[src/sv/tcl_pkg.sv]
// Shared types and constants for the timer with counter latch.
// Holds the item structure, operation codes and the register map.
// No dependencies; every other file imports this package.
package tcl_pkg;

	// Operation carried by one input item.
	typedef enum logic [1:0] {
		OP_TICK  = 2'd0,
		OP_READ  = 2'd1,
		OP_WRITE = 2'd2,
		OP_NONE  = 2'd3
	} tcl_op_t;

	// Register byte offsets.
	localparam logic [7:0] OFF_IRQ_EN  = 8'h00;
	localparam logic [7:0] OFF_IRQ_ST  = 8'h04;
	localparam logic [7:0] OFF_CTL     = 8'h10;
	localparam logic [7:0] OFF_INTVAL  = 8'h14;
	localparam logic [7:0] OFF_CNTVAL  = 8'h18;
	localparam logic [7:0] OFF_C64_CTL = 8'ha0;
	localparam logic [7:0] OFF_C64_LO  = 8'ha4;
	localparam logic [7:0] OFF_C64_HI  = 8'ha8;

	// Bit positions within the control registers.
	localparam int unsigned CTL_EN_BIT      = 0;
	localparam int unsigned CTL_RELOAD_BIT  = 1;
	localparam int unsigned CTL_ONESHOT_BIT = 7;
	localparam int unsigned C64_CLEAR_BIT   = 0;
	localparam int unsigned C64_LATCH_BIT   = 1;

	// One input item as held in the input register.
	typedef struct packed {
		tcl_op_t     op;
		logic [7:0]  reg_offset;
		logic [31:0] write_data;
	} tcl_item_t;

endpackage

[src/sv/tcl_regs.sv]
// Register file and counting logic of the timer with counter latch.
// Applies one item per cycle when fire is high; gives read data and the interrupt.
// Depends on tcl_pkg.
module tcl_regs (
	input  logic              clk,
	input  logic              arst_n,
	input  logic              fire,
	input  tcl_pkg::tcl_item_t item,
	output logic [31:0]       read_data,
	output logic              irq_line
);
	import tcl_pkg::*;

	logic        irq_en_q, irq_en_d;
	logic        irq_pend_q, irq_pend_d;
	logic [7:0]  ctl_q, ctl_d;
	logic [31:0] interval_q, interval_d;
	logic [31:0] count_q, count_d;
	logic [6:0]  presc_q, presc_d;
	logic [63:0] free_q, free_d;
	logic [63:0] latch_q, latch_d;
	logic [6:0]  presc_limit;

	// Prescale limit is 2^shift - 1 for the current shift field.
	assign presc_limit = 7'((8'd1 << ctl_q[6:4]) - 8'd1);

	// Next-state logic for a tick or a register write.
	always_comb begin
		irq_en_d   = irq_en_q;
		irq_pend_d = irq_pend_q;
		ctl_d      = ctl_q;
		interval_d = interval_q;
		count_d    = count_q;
		presc_d    = presc_q;
		free_d     = free_q;
		latch_d    = latch_q;
		case (item.op)
			OP_TICK: begin
				free_d = free_q + 64'd1;
				if (ctl_q[CTL_EN_BIT]) begin
					if (presc_q >= presc_limit) begin
						presc_d = 7'd0;
						// The count expires at zero or one.
						if (count_q <= 32'd1) begin
							irq_pend_d = 1'b1;
							if (ctl_q[CTL_ONESHOT_BIT]) begin
								count_d = 32'd0;
								ctl_d[CTL_EN_BIT] = 1'b0;
							end else begin
								count_d = interval_q;
							end
						end else begin
							count_d = count_q - 32'd1;
						end
					end else begin
						presc_d = presc_q + 7'd1;
					end
				end
			end
			OP_WRITE: begin
				unique case (item.reg_offset)
					OFF_IRQ_EN: irq_en_d = item.write_data[0];
					OFF_IRQ_ST: begin
						if (item.write_data[0]) irq_pend_d = 1'b0;
					end
					OFF_CTL: begin
						// Enabling from off, or a write that sets both enable and reload, restarts the count.
						if (item.write_data[CTL_EN_BIT] &&
						    (!ctl_q[CTL_EN_BIT] || item.write_data[CTL_RELOAD_BIT])) begin
							count_d = interval_q;
							presc_d = 7'd0;
						end
						ctl_d = item.write_data[7:0];
						ctl_d[CTL_RELOAD_BIT] = 1'b0;
					end
					OFF_INTVAL: interval_d = item.write_data;
					OFF_CNTVAL: count_d = item.write_data;
					OFF_C64_CTL: begin
						// Clear acts before latch, so both together latch zero.
						if (item.write_data[C64_CLEAR_BIT]) free_d = 64'd0;
						if (item.write_data[C64_LATCH_BIT]) begin
							latch_d = item.write_data[C64_CLEAR_BIT] ? 64'd0 : free_q;
						end
					end
					default: ;
				endcase
			end
			default: ;
		endcase
	end

	// Read decode works on the state before the item.
	always_comb begin
		read_data = 32'd0;
		if (item.op == OP_READ) begin
			unique case (item.reg_offset)
				OFF_IRQ_EN: read_data = {31'd0, irq_en_q};
				OFF_IRQ_ST: read_data = {31'd0, irq_pend_q};
				OFF_CTL:    read_data = {24'd0, ctl_q};
				OFF_INTVAL: read_data = interval_q;
				OFF_CNTVAL: read_data = count_q;
				OFF_C64_LO: read_data = latch_q[31:0];
				OFF_C64_HI: read_data = latch_q[63:32];
				default:    read_data = 32'd0;
			endcase
		end
	end

	// The interrupt reflects the state after the item.
	assign irq_line = irq_pend_d & irq_en_d;

	// State registers, updated only when an item is processed.
	always_ff @(posedge clk or negedge arst_n) begin
		if (!arst_n) begin
			irq_en_q   <= 1'b0;
			irq_pend_q <= 1'b0;
			ctl_q      <= 8'd0;
			interval_q <= 32'd0;
			count_q    <= 32'd0;
			presc_q    <= 7'd0;
			free_q     <= 64'd0;
			latch_q    <= 64'd0;
		end else if (fire) begin
			irq_en_q   <= irq_en_d;
			irq_pend_q <= irq_pend_d;
			ctl_q      <= ctl_d;
			interval_q <= interval_d;
			count_q    <= count_d;
			presc_q    <= presc_d;
			free_q     <= free_d;
			latch_q    <= latch_d;
		end
	end

endmodule

[src/sv/timer_with_counter_latch.sv]
// Top level of the timer with counter latch: input register, register file, result register.
// Depends on tcl_pkg and tcl_regs.
// Each item is a bus read, a bus write, one source-clock tick or no operation, and yields one result.
//
// Throughput is one item per clock cycle while the result side does not stall: an item waits in
// the input register, is applied to the register file and its result is captured in the result
// register, from which it can be taken. A stalled result holds the result register; the input
// register still takes one further item before req_stall rises.
// The interrupt bit returned with each item is status AND enable after that item.
module timer_with_counter_latch (
	input  logic        clk,
	input  logic        arst_n,
	input  logic        req_valid,
	output logic        req_stall,
	input  logic [1:0]  op,
	input  logic [7:0]  reg_offset,
	input  logic [31:0] write_data,
	output logic        rsp_valid,
	input  logic        rsp_stall,
	output logic [31:0] read_data,
	output logic        irq_line
);
	import tcl_pkg::*;

	logic        valid_s1;
	tcl_item_t   item_s1;
	logic        fire;
	logic [31:0] rd_next;
	logic        irq_next;
	logic [31:0] read_data_s2;
	logic        irq_s2;

	// The held item moves on whenever the result register is free or being emptied.
	assign fire      = valid_s1 & (~rsp_valid | ~rsp_stall);
	assign req_stall = valid_s1 & ~fire;

	// Input register.
	always_ff @(posedge clk or negedge arst_n) begin
		if (!arst_n) begin
			valid_s1 <= 1'b0;
		end else if (req_valid && !req_stall) begin
			valid_s1 <= 1'b1;
		end else if (fire) begin
			valid_s1 <= 1'b0;
		end
	end

	always_ff @(posedge clk) begin
		if (req_valid && !req_stall) begin
			item_s1.op         <= tcl_op_t'(op);
			item_s1.reg_offset <= reg_offset;
			item_s1.write_data <= write_data;
		end
	end

	tcl_regs u_regs (
		.clk       (clk),
		.arst_n    (arst_n),
		.fire      (fire),
		.item      (item_s1),
		.read_data (rd_next),
		.irq_line  (irq_next)
	);

	// Result register.
	always_ff @(posedge clk or negedge arst_n) begin
		if (!arst_n) begin
			rsp_valid <= 1'b0;
		end else if (fire) begin
			rsp_valid <= 1'b1;
		end else if (!rsp_stall) begin
			rsp_valid <= 1'b0;
		end
	end

	always_ff @(posedge clk) begin
		if (fire) begin
			read_data_s2 <= rd_next;
			irq_s2       <= irq_next;
		end
	end

	assign read_data = read_data_s2;
	assign irq_line  = irq_s2;

`ifndef SYNTHESIS
	// A processed item always leaves a result behind.
	a_fire_gives_result: assert property (@(posedge clk) disable iff (!arst_n)
		fire |=> rsp_valid)
		else $error("processed item produced no result");

	// Only a read can return non-zero data.
	a_nonread_zero: assert property (@(posedge clk) disable iff (!arst_n)
		(fire && item_s1.op != OP_READ) |=> (read_data == 32'd0))
		else $error("non-read item returned data");

	// A waiting result with a full input register must back-pressure the input.
	a_backpressure: assert property (@(posedge clk) disable iff (!arst_n)
		(rsp_valid && rsp_stall && valid_s1) |-> req_stall)
		else $error("input not stalled while both stages are full");
`endif

endmodule

[config.mk]
export PLATFORM = sky130hd
export DESIGN_NAME = timer_with_counter_latch
export DESIGN_NICKNAME = d
export VERILOG_FILES = /design/src/sv/tcl_pkg.sv /design/src/sv/tcl_regs.sv /design/src/sv/timer_with_counter_latch.sv
export SDC_FILE = /design/constraint.sdc
export NUM_CORES = 1
export LEC_CHECK = 0
export BUFFER_PORTS_ARGS = -buffer_cell sky130_fd_sc_hd__buf_2
export CORE_UTILIZATION = 45
export DETAILED_ROUTE_END_ITERATION = 10
export GPL_TIMING_DRIVEN = 0
export PLACE_DENSITY_LB_ADDON = 0.3
export SLEW_MARGIN = 20
export SYNTH_ARGS = -nofsm -noshare
export SYNTH_HDL_FRONTEND = slang
export SYNTH_SLANG_ARGS = --single-unit
[constraint.sdc]
create_clock -name clk -period 6.2 [get_ports clk]
set_clock_uncertainty 0.1 [all_clocks]
set_input_delay 1.55 -clock clk [delete_from_list [all_inputs] [get_ports clk]]
set_output_delay 1.55 -clock clk [all_outputs]
set_load 0.1 [all_outputs]
# Word level (Yosys, flattened, before mapping)
# Index checks and enable logic that the tools add are counted.
[totals]
ff_bits = 285
input_bits = 46
output_inout_bits = 35
[classes]
add_sub_neg = 4
order_cmp = 2
eq_ne = 17
n_shift = 1
muxes = 34
n_bitwise = 7
n_reduce_logical = 16
[ops]
columns = ["operator", "count"]
rows = [
  ["32-bit case mux with 7 select lines", 1],
  ["32-bit two-way mux", 5],
  ["64-bit two-way mux", 2],
  ["32-bit case mux with 2 select lines", 2],
  ["64-bit case mux with 2 select lines", 1],
  ["64-bit by 1-bit adder with 64-bit output, second input constant", 1],
  ["32-bit by 1-bit <= comparator with 1-bit output, second input constant", 1],
  ["32-bit by 1-bit subtractor with 32-bit output, second input constant", 1],
  ["7-bit two-way mux", 4],
  ["8-bit by 5-bit equality test with 1-bit output, second input constant", 3],
  ["8-bit equality test, second input constant", 3],
  ["1-bit two-way mux", 16],
  ["7-bit case mux with 2 select lines", 1],
  ["3-bit AND reduction", 4],
  ["2-bit by 1-bit != test with 1-bit output, second input constant", 5],
  ["8-bit by 3-bit equality test with 1-bit output, second input constant", 1],
  ["8-bit logical NOT", 1],
  ["7-bit by 1-bit adder with 7-bit output, second input constant", 1],
  ["7-bit >= comparator", 1],
  ["1-bit by 3-bit left shift with 7-bit output, first input constant", 1],
  ["7-bit by 1-bit subtractor with 7-bit output, second input constant", 1],
  ["6-bit AND reduction", 1],
  ["5-bit AND reduction", 1],
  ["1-bit case mux with 2 select lines", 2],
  ["14 further kinds", 21],
]

# Longest topological paths before layout
[logic_depth]
ltp_word = 8
depth_mapped = 11
ltp_nobuf = 8

# Cells and area by module
# A second synthesis with hierarchy kept.
[unflattened]
hier_cells = 1487
area_unflattened_um2 = 14528.9
[modules_own_cells]
columns = ["mod", "instances", "cells_each", "area_each_um2", "seq_area_each_um2"]
rows = [
  ["tcl_regs", 1, 1404, 12184.2, 5205.0],
  ["timer_with_counter_latch", 1, 83, 2344.7, 2302.2],
]

# Worst setup path after synthesis
# Ideal clock, no wire load.
[synth_timing]
path_kind = "input to register"
from = "input rsp_stall"
to = "register u_regs.free_q[62]"
setup_time_ps = 67
t_arrival_ps = 4107
required_ps = 6033
setup_slack_ps = 1926
path_stages = 7
path_cell_list = "a21bo_2 inv_1 nand4_1 nor3_2 nand4_1 or4_1 nand2_1"
[synth_via]
elab_chain_cells = 4
[synth_rtl]
columns = ["element", "line_no", "rtl"]
rows = [
  ["start, declared", "timer_with_counter_latch.sv:19", "input logic rsp_stall,"],
  ["1-bit NOT", "timer_with_counter_latch.sv:34", "assign fire = valid_s1 & (~rsp_valid | ~rsp_stall);"],
  ["1-bit OR", "timer_with_counter_latch.sv:34", ""],
  ["1-bit bitwise AND", "timer_with_counter_latch.sv:34", ""],
  ["via fire", "timer_with_counter_latch.sv:27", "logic fire;"],
  ["3-bit AND reduction (no source line)", "--", ""],
  ["end signal, assigned", "tcl_regs.sv:130", "free_q <= free_d;"],
  ["end, declared", "tcl_regs.sv:20", "logic [63:0] free_q, free_d;"],
]
# The timed path passes the listed nets, and every way through them passes these cells.
# A chain may end at the register's enable or synchronous reset.

# Worst setup path in the final report
[layout_timing]
from = "input rsp_stall"
to = "register u_regs.free_q[45]"
# Same word-level chain as after synthesis.

==> flow_metrics.tcl <==
set metrics [dict create \
    routed_wl_um 45000 \
    syn_inst 1476 \
    slew_viol_final 0 \
    drc_errors 0 \
    power_leakage_nw 6.42 \
    cts-buffers-inserted 31 \
    fmax_mhz 240 \
    crit_start "rsp_stall" \
    fin_util_pct 52.1 \
    cp.arrival_ns 4.50 \
    worst-setup-path-type "input port to flop" \
    period_needed_ns 4.16 \
    yosys.area.top_type_share_pct 36.6 \
    powerDensity_nw_per_um2 291 \
    fillers 2851 \
    ys_async_sr_fraction_pct 73.7 \
    avgSynthCellArea_um2 9.73 \
    postCtsSetupRepairBufs 0 \
    grt_pass1_vias 12000 \
    coreArea_um2 31500 \
    post-synth-top-area-cell "dfrtp_1" \
    place.gp.congestion 0.960 \
    synth.ff_latch_count 285 \
    synthTopCellsByCount "218 x nand2_1, 210 x dfrtp_1, 153 x o21ai_0" \
    grtUsageTotal_pct 27.7 \
    antenna_found_initial 1 \
    cp.required_ns 6.54 \
    end_kind "flop" \
    max-vdd-ir-drop_v 0.000240 \
    ys_warn_count 0 \
    critPathLaunchType "input port" \
    grt_start_max_net_pins 95 \
    ys.flop_type "dfrtp_1" \
    worst_slew_pin_slew_ns 0.962 \
    cts.path.max_buffers 3 \
    r2r-start "item_s1[40]" \
    gr-total-overflow 0 \
    io-pin-count 81 \
    die_x_um 181 \
    post_cts_resized 0 \
    synthTopCellsByArea "dfrtp_1 37%, edfxtp_1 16%, nand2_1 5.7%" \
    r2r_end "u_regs.free_q[45]" \
    start_util_pct 45.6 \
    yosysMostFrequentCell "nand2_1" \
    finalSetupViolations 0 \
    hp-class "flop to flop" \
    cp_max_fo 21 \
    clk_pin_slew_ns 0.06 \
    cts.sinks 285 \
    grt_pass1_wl_um 69600 \
    regArea_um2 7510 \
    ys_types 77 \
    ff2ff_path_depth 8 \
    hold_viol_final 0 \
    crit_end "u_regs.free_q[45]" \
    nets 1650 \
    cts_root_buf "clkbuf_16" \
    htreeDepth 1 \
    die_area_um2 32600 \
    rrSetupSlack_ns 2.41 \
    netlist_area_um2 14400 \
    wl_per_cell_um 22.3 \
    syn2layout_area_growth_pct 14.2 \
    cts_tree "done" \
    ant_nets 0 \
    seq_area_frac_synth_pct 52.3 \
    rsz0062_at_grt "no" \
    insertion_delay_ns 0.57 \
    cap_violations 0 \
    dpl.hpwl_um 33100 \
    place.port_buffers 80 \
    via_per_inst 6.14 \
    finalCritPeriodShare_pct 67.1 \
    placementRows 65 \
    first_pass_iters 8 \
    multi_input_comb_area_um2 6340 \
    syn_nets 1533 \
    via_count 12400 \
    synth_enable_flop_cells 75 \
    drive_above_1_share_pct 11.7 \
    whs_ns 0.378 \
    slew_headroom_pct 34.2 \
    ctsHoldBuffers 0 \
    die_height_um 181 \
    drtIter0Drc 1431 \
    status "finished, final reports clean" \
]
metal layers:
layer	GRT usage (%)	routed length, µm	part of all wire [%]
met1	37.3	18500	41
met2	43.9	20400	45
met3	4.63	4020	8.9
met4	12.6	2100	4.7
met5	0	0	0
power by group:
part | total (W) | switching [W] | leakage, nW | internal, W
clock | 0.00185 | 0.000760 | 0.497 | 0.00109
combinational | 0.000700 | 0.000462 | 2.44 | 0.000237
sequential | 0.00222 | 0.000165 | 3.49 | 0.00206
total | 0.00477 | 0.00139 | 6.42 | 0.00338
cell usage in the layout (no fill, tap or decap), types with 8 or more instances in the layout:
cell and count:
edfxtp_1 75, a31oi_1 19, nand3_1 77, or3_1 14, o21ai_0 152, and3_1 20, nand4_1 31, clkinv_1 9
a22o_1 13, a21oi_1 66, inv_1 33, dfrtp_1 210, ha_1 11, o31ai_1 12, o311ai_0 16, o211ai_1 20
and2_1 11, mux2i_1 15, nand2b_1 72, nor4_1 13, xnor2_1 10, a222oi_1 34, buf_2 86, nor3_1 33
clkbuf_1 88, nor2_1 55, a32o_1 8, clkbuf_16 31, mux2_2 26, a22oi_1 8, or4_1 11, nand2_1 218
cell families (layout without fill, tap and decap cells):
| kind of cell | after synthesis | count (layout) | share of synthesized area [%] |
|---|---|---|---|
| and+or+nand+nor | 599 | 599 | 21.4 |
| AOI/OAI and AO/OA | 390 | 390 | 17.6 |
| DFF | 285 | 285 | 52.3 |
| buffers and inverters | 133 | 275 | 3.67 |
| muxes | 41 | 41 | 3.08 |
| xor gates and xnor gates | 17 | 17 | 1.04 |
| adders and majority gates | 11 | 11 | 0.958 |
| other | 0 | 1 | 0 |
state kept, by name (all words and copies together) (netlist names):
signal,flops
item_s1,42
u_regs.irq_en_q,1
u_regs.count_q,32
u_regs.latch_q,64
u_regs.irq_pend_q,1
irq_line,1
u_regs.interval_q,32
rsp_valid,1
u_regs.ctl_q,7
u_regs.free_q,64
u_regs.presc_q,7
read_data,32
valid_s1,1
through the flow:
stage | power [W] | setup slack, ns | area, µm² | TNS [ns] | instances
detailed placement | 0.00294 | 1.49 | 15400 | 0 | 1962
global route | 0.00494 | 1.93 | 16400 | 0 | 2020
global placement | 0.00292 | -0.245 | 15300 | -47.17 | 1958
floorplan | 0.00269 | 1.93 | 14400 | 0 | 1476
CTS | 0.00479 | 2.06 | 16400 | 0 | 2020
finish | 0.00477 | 2.04 | 16400 | 0 | 2021
layout make-up:
| cell class | instances | share of cell area (%) |
|---|---|---|
| Antenna cell | 1 | 0.0153 |
| Buffer | 99 | 2.43 |
| Clock buffer | 36 | 4.91 |
| Clock inverter | 22 | 1.25 |
| Inverter | 34 | 0.778 |
| Multi-Input combinational cell | 1058 | 38.6 |
| Sequential cell | 285 | 45.8 |
| Tap cell | 402 | 3.07 |
| Timing Repair Buffer | 84 | 3.13 |
worst max-delay path: stages:
cell and delay (ns):
buf_2 0.11, a21bo_2 0.25, inv_2 0.37, nand2b_1 0.29, a2111oi_0 0.82, buf_2 0.39
nand3_1 0.32, o211ai_1 0.27, o31ai_1 0.11
how the worst min path moves through the flow:
stage                end      from  cells after the start  slack, ns
5_1_grt        rsp_valid  valid_s1                      1       0.40
3_3_place_gp   rsp_valid  valid_s1                      1       0.35
4_1_cts        rsp_valid  valid_s1                      1       0.38
2_1_floorplan  rsp_valid  valid_s1                      1       0.34
3_5_place_dp   rsp_valid  valid_s1                      1       0.36
6_report       rsp_valid  valid_s1                      1       0.38
Power figures use the tool's default switching activity.
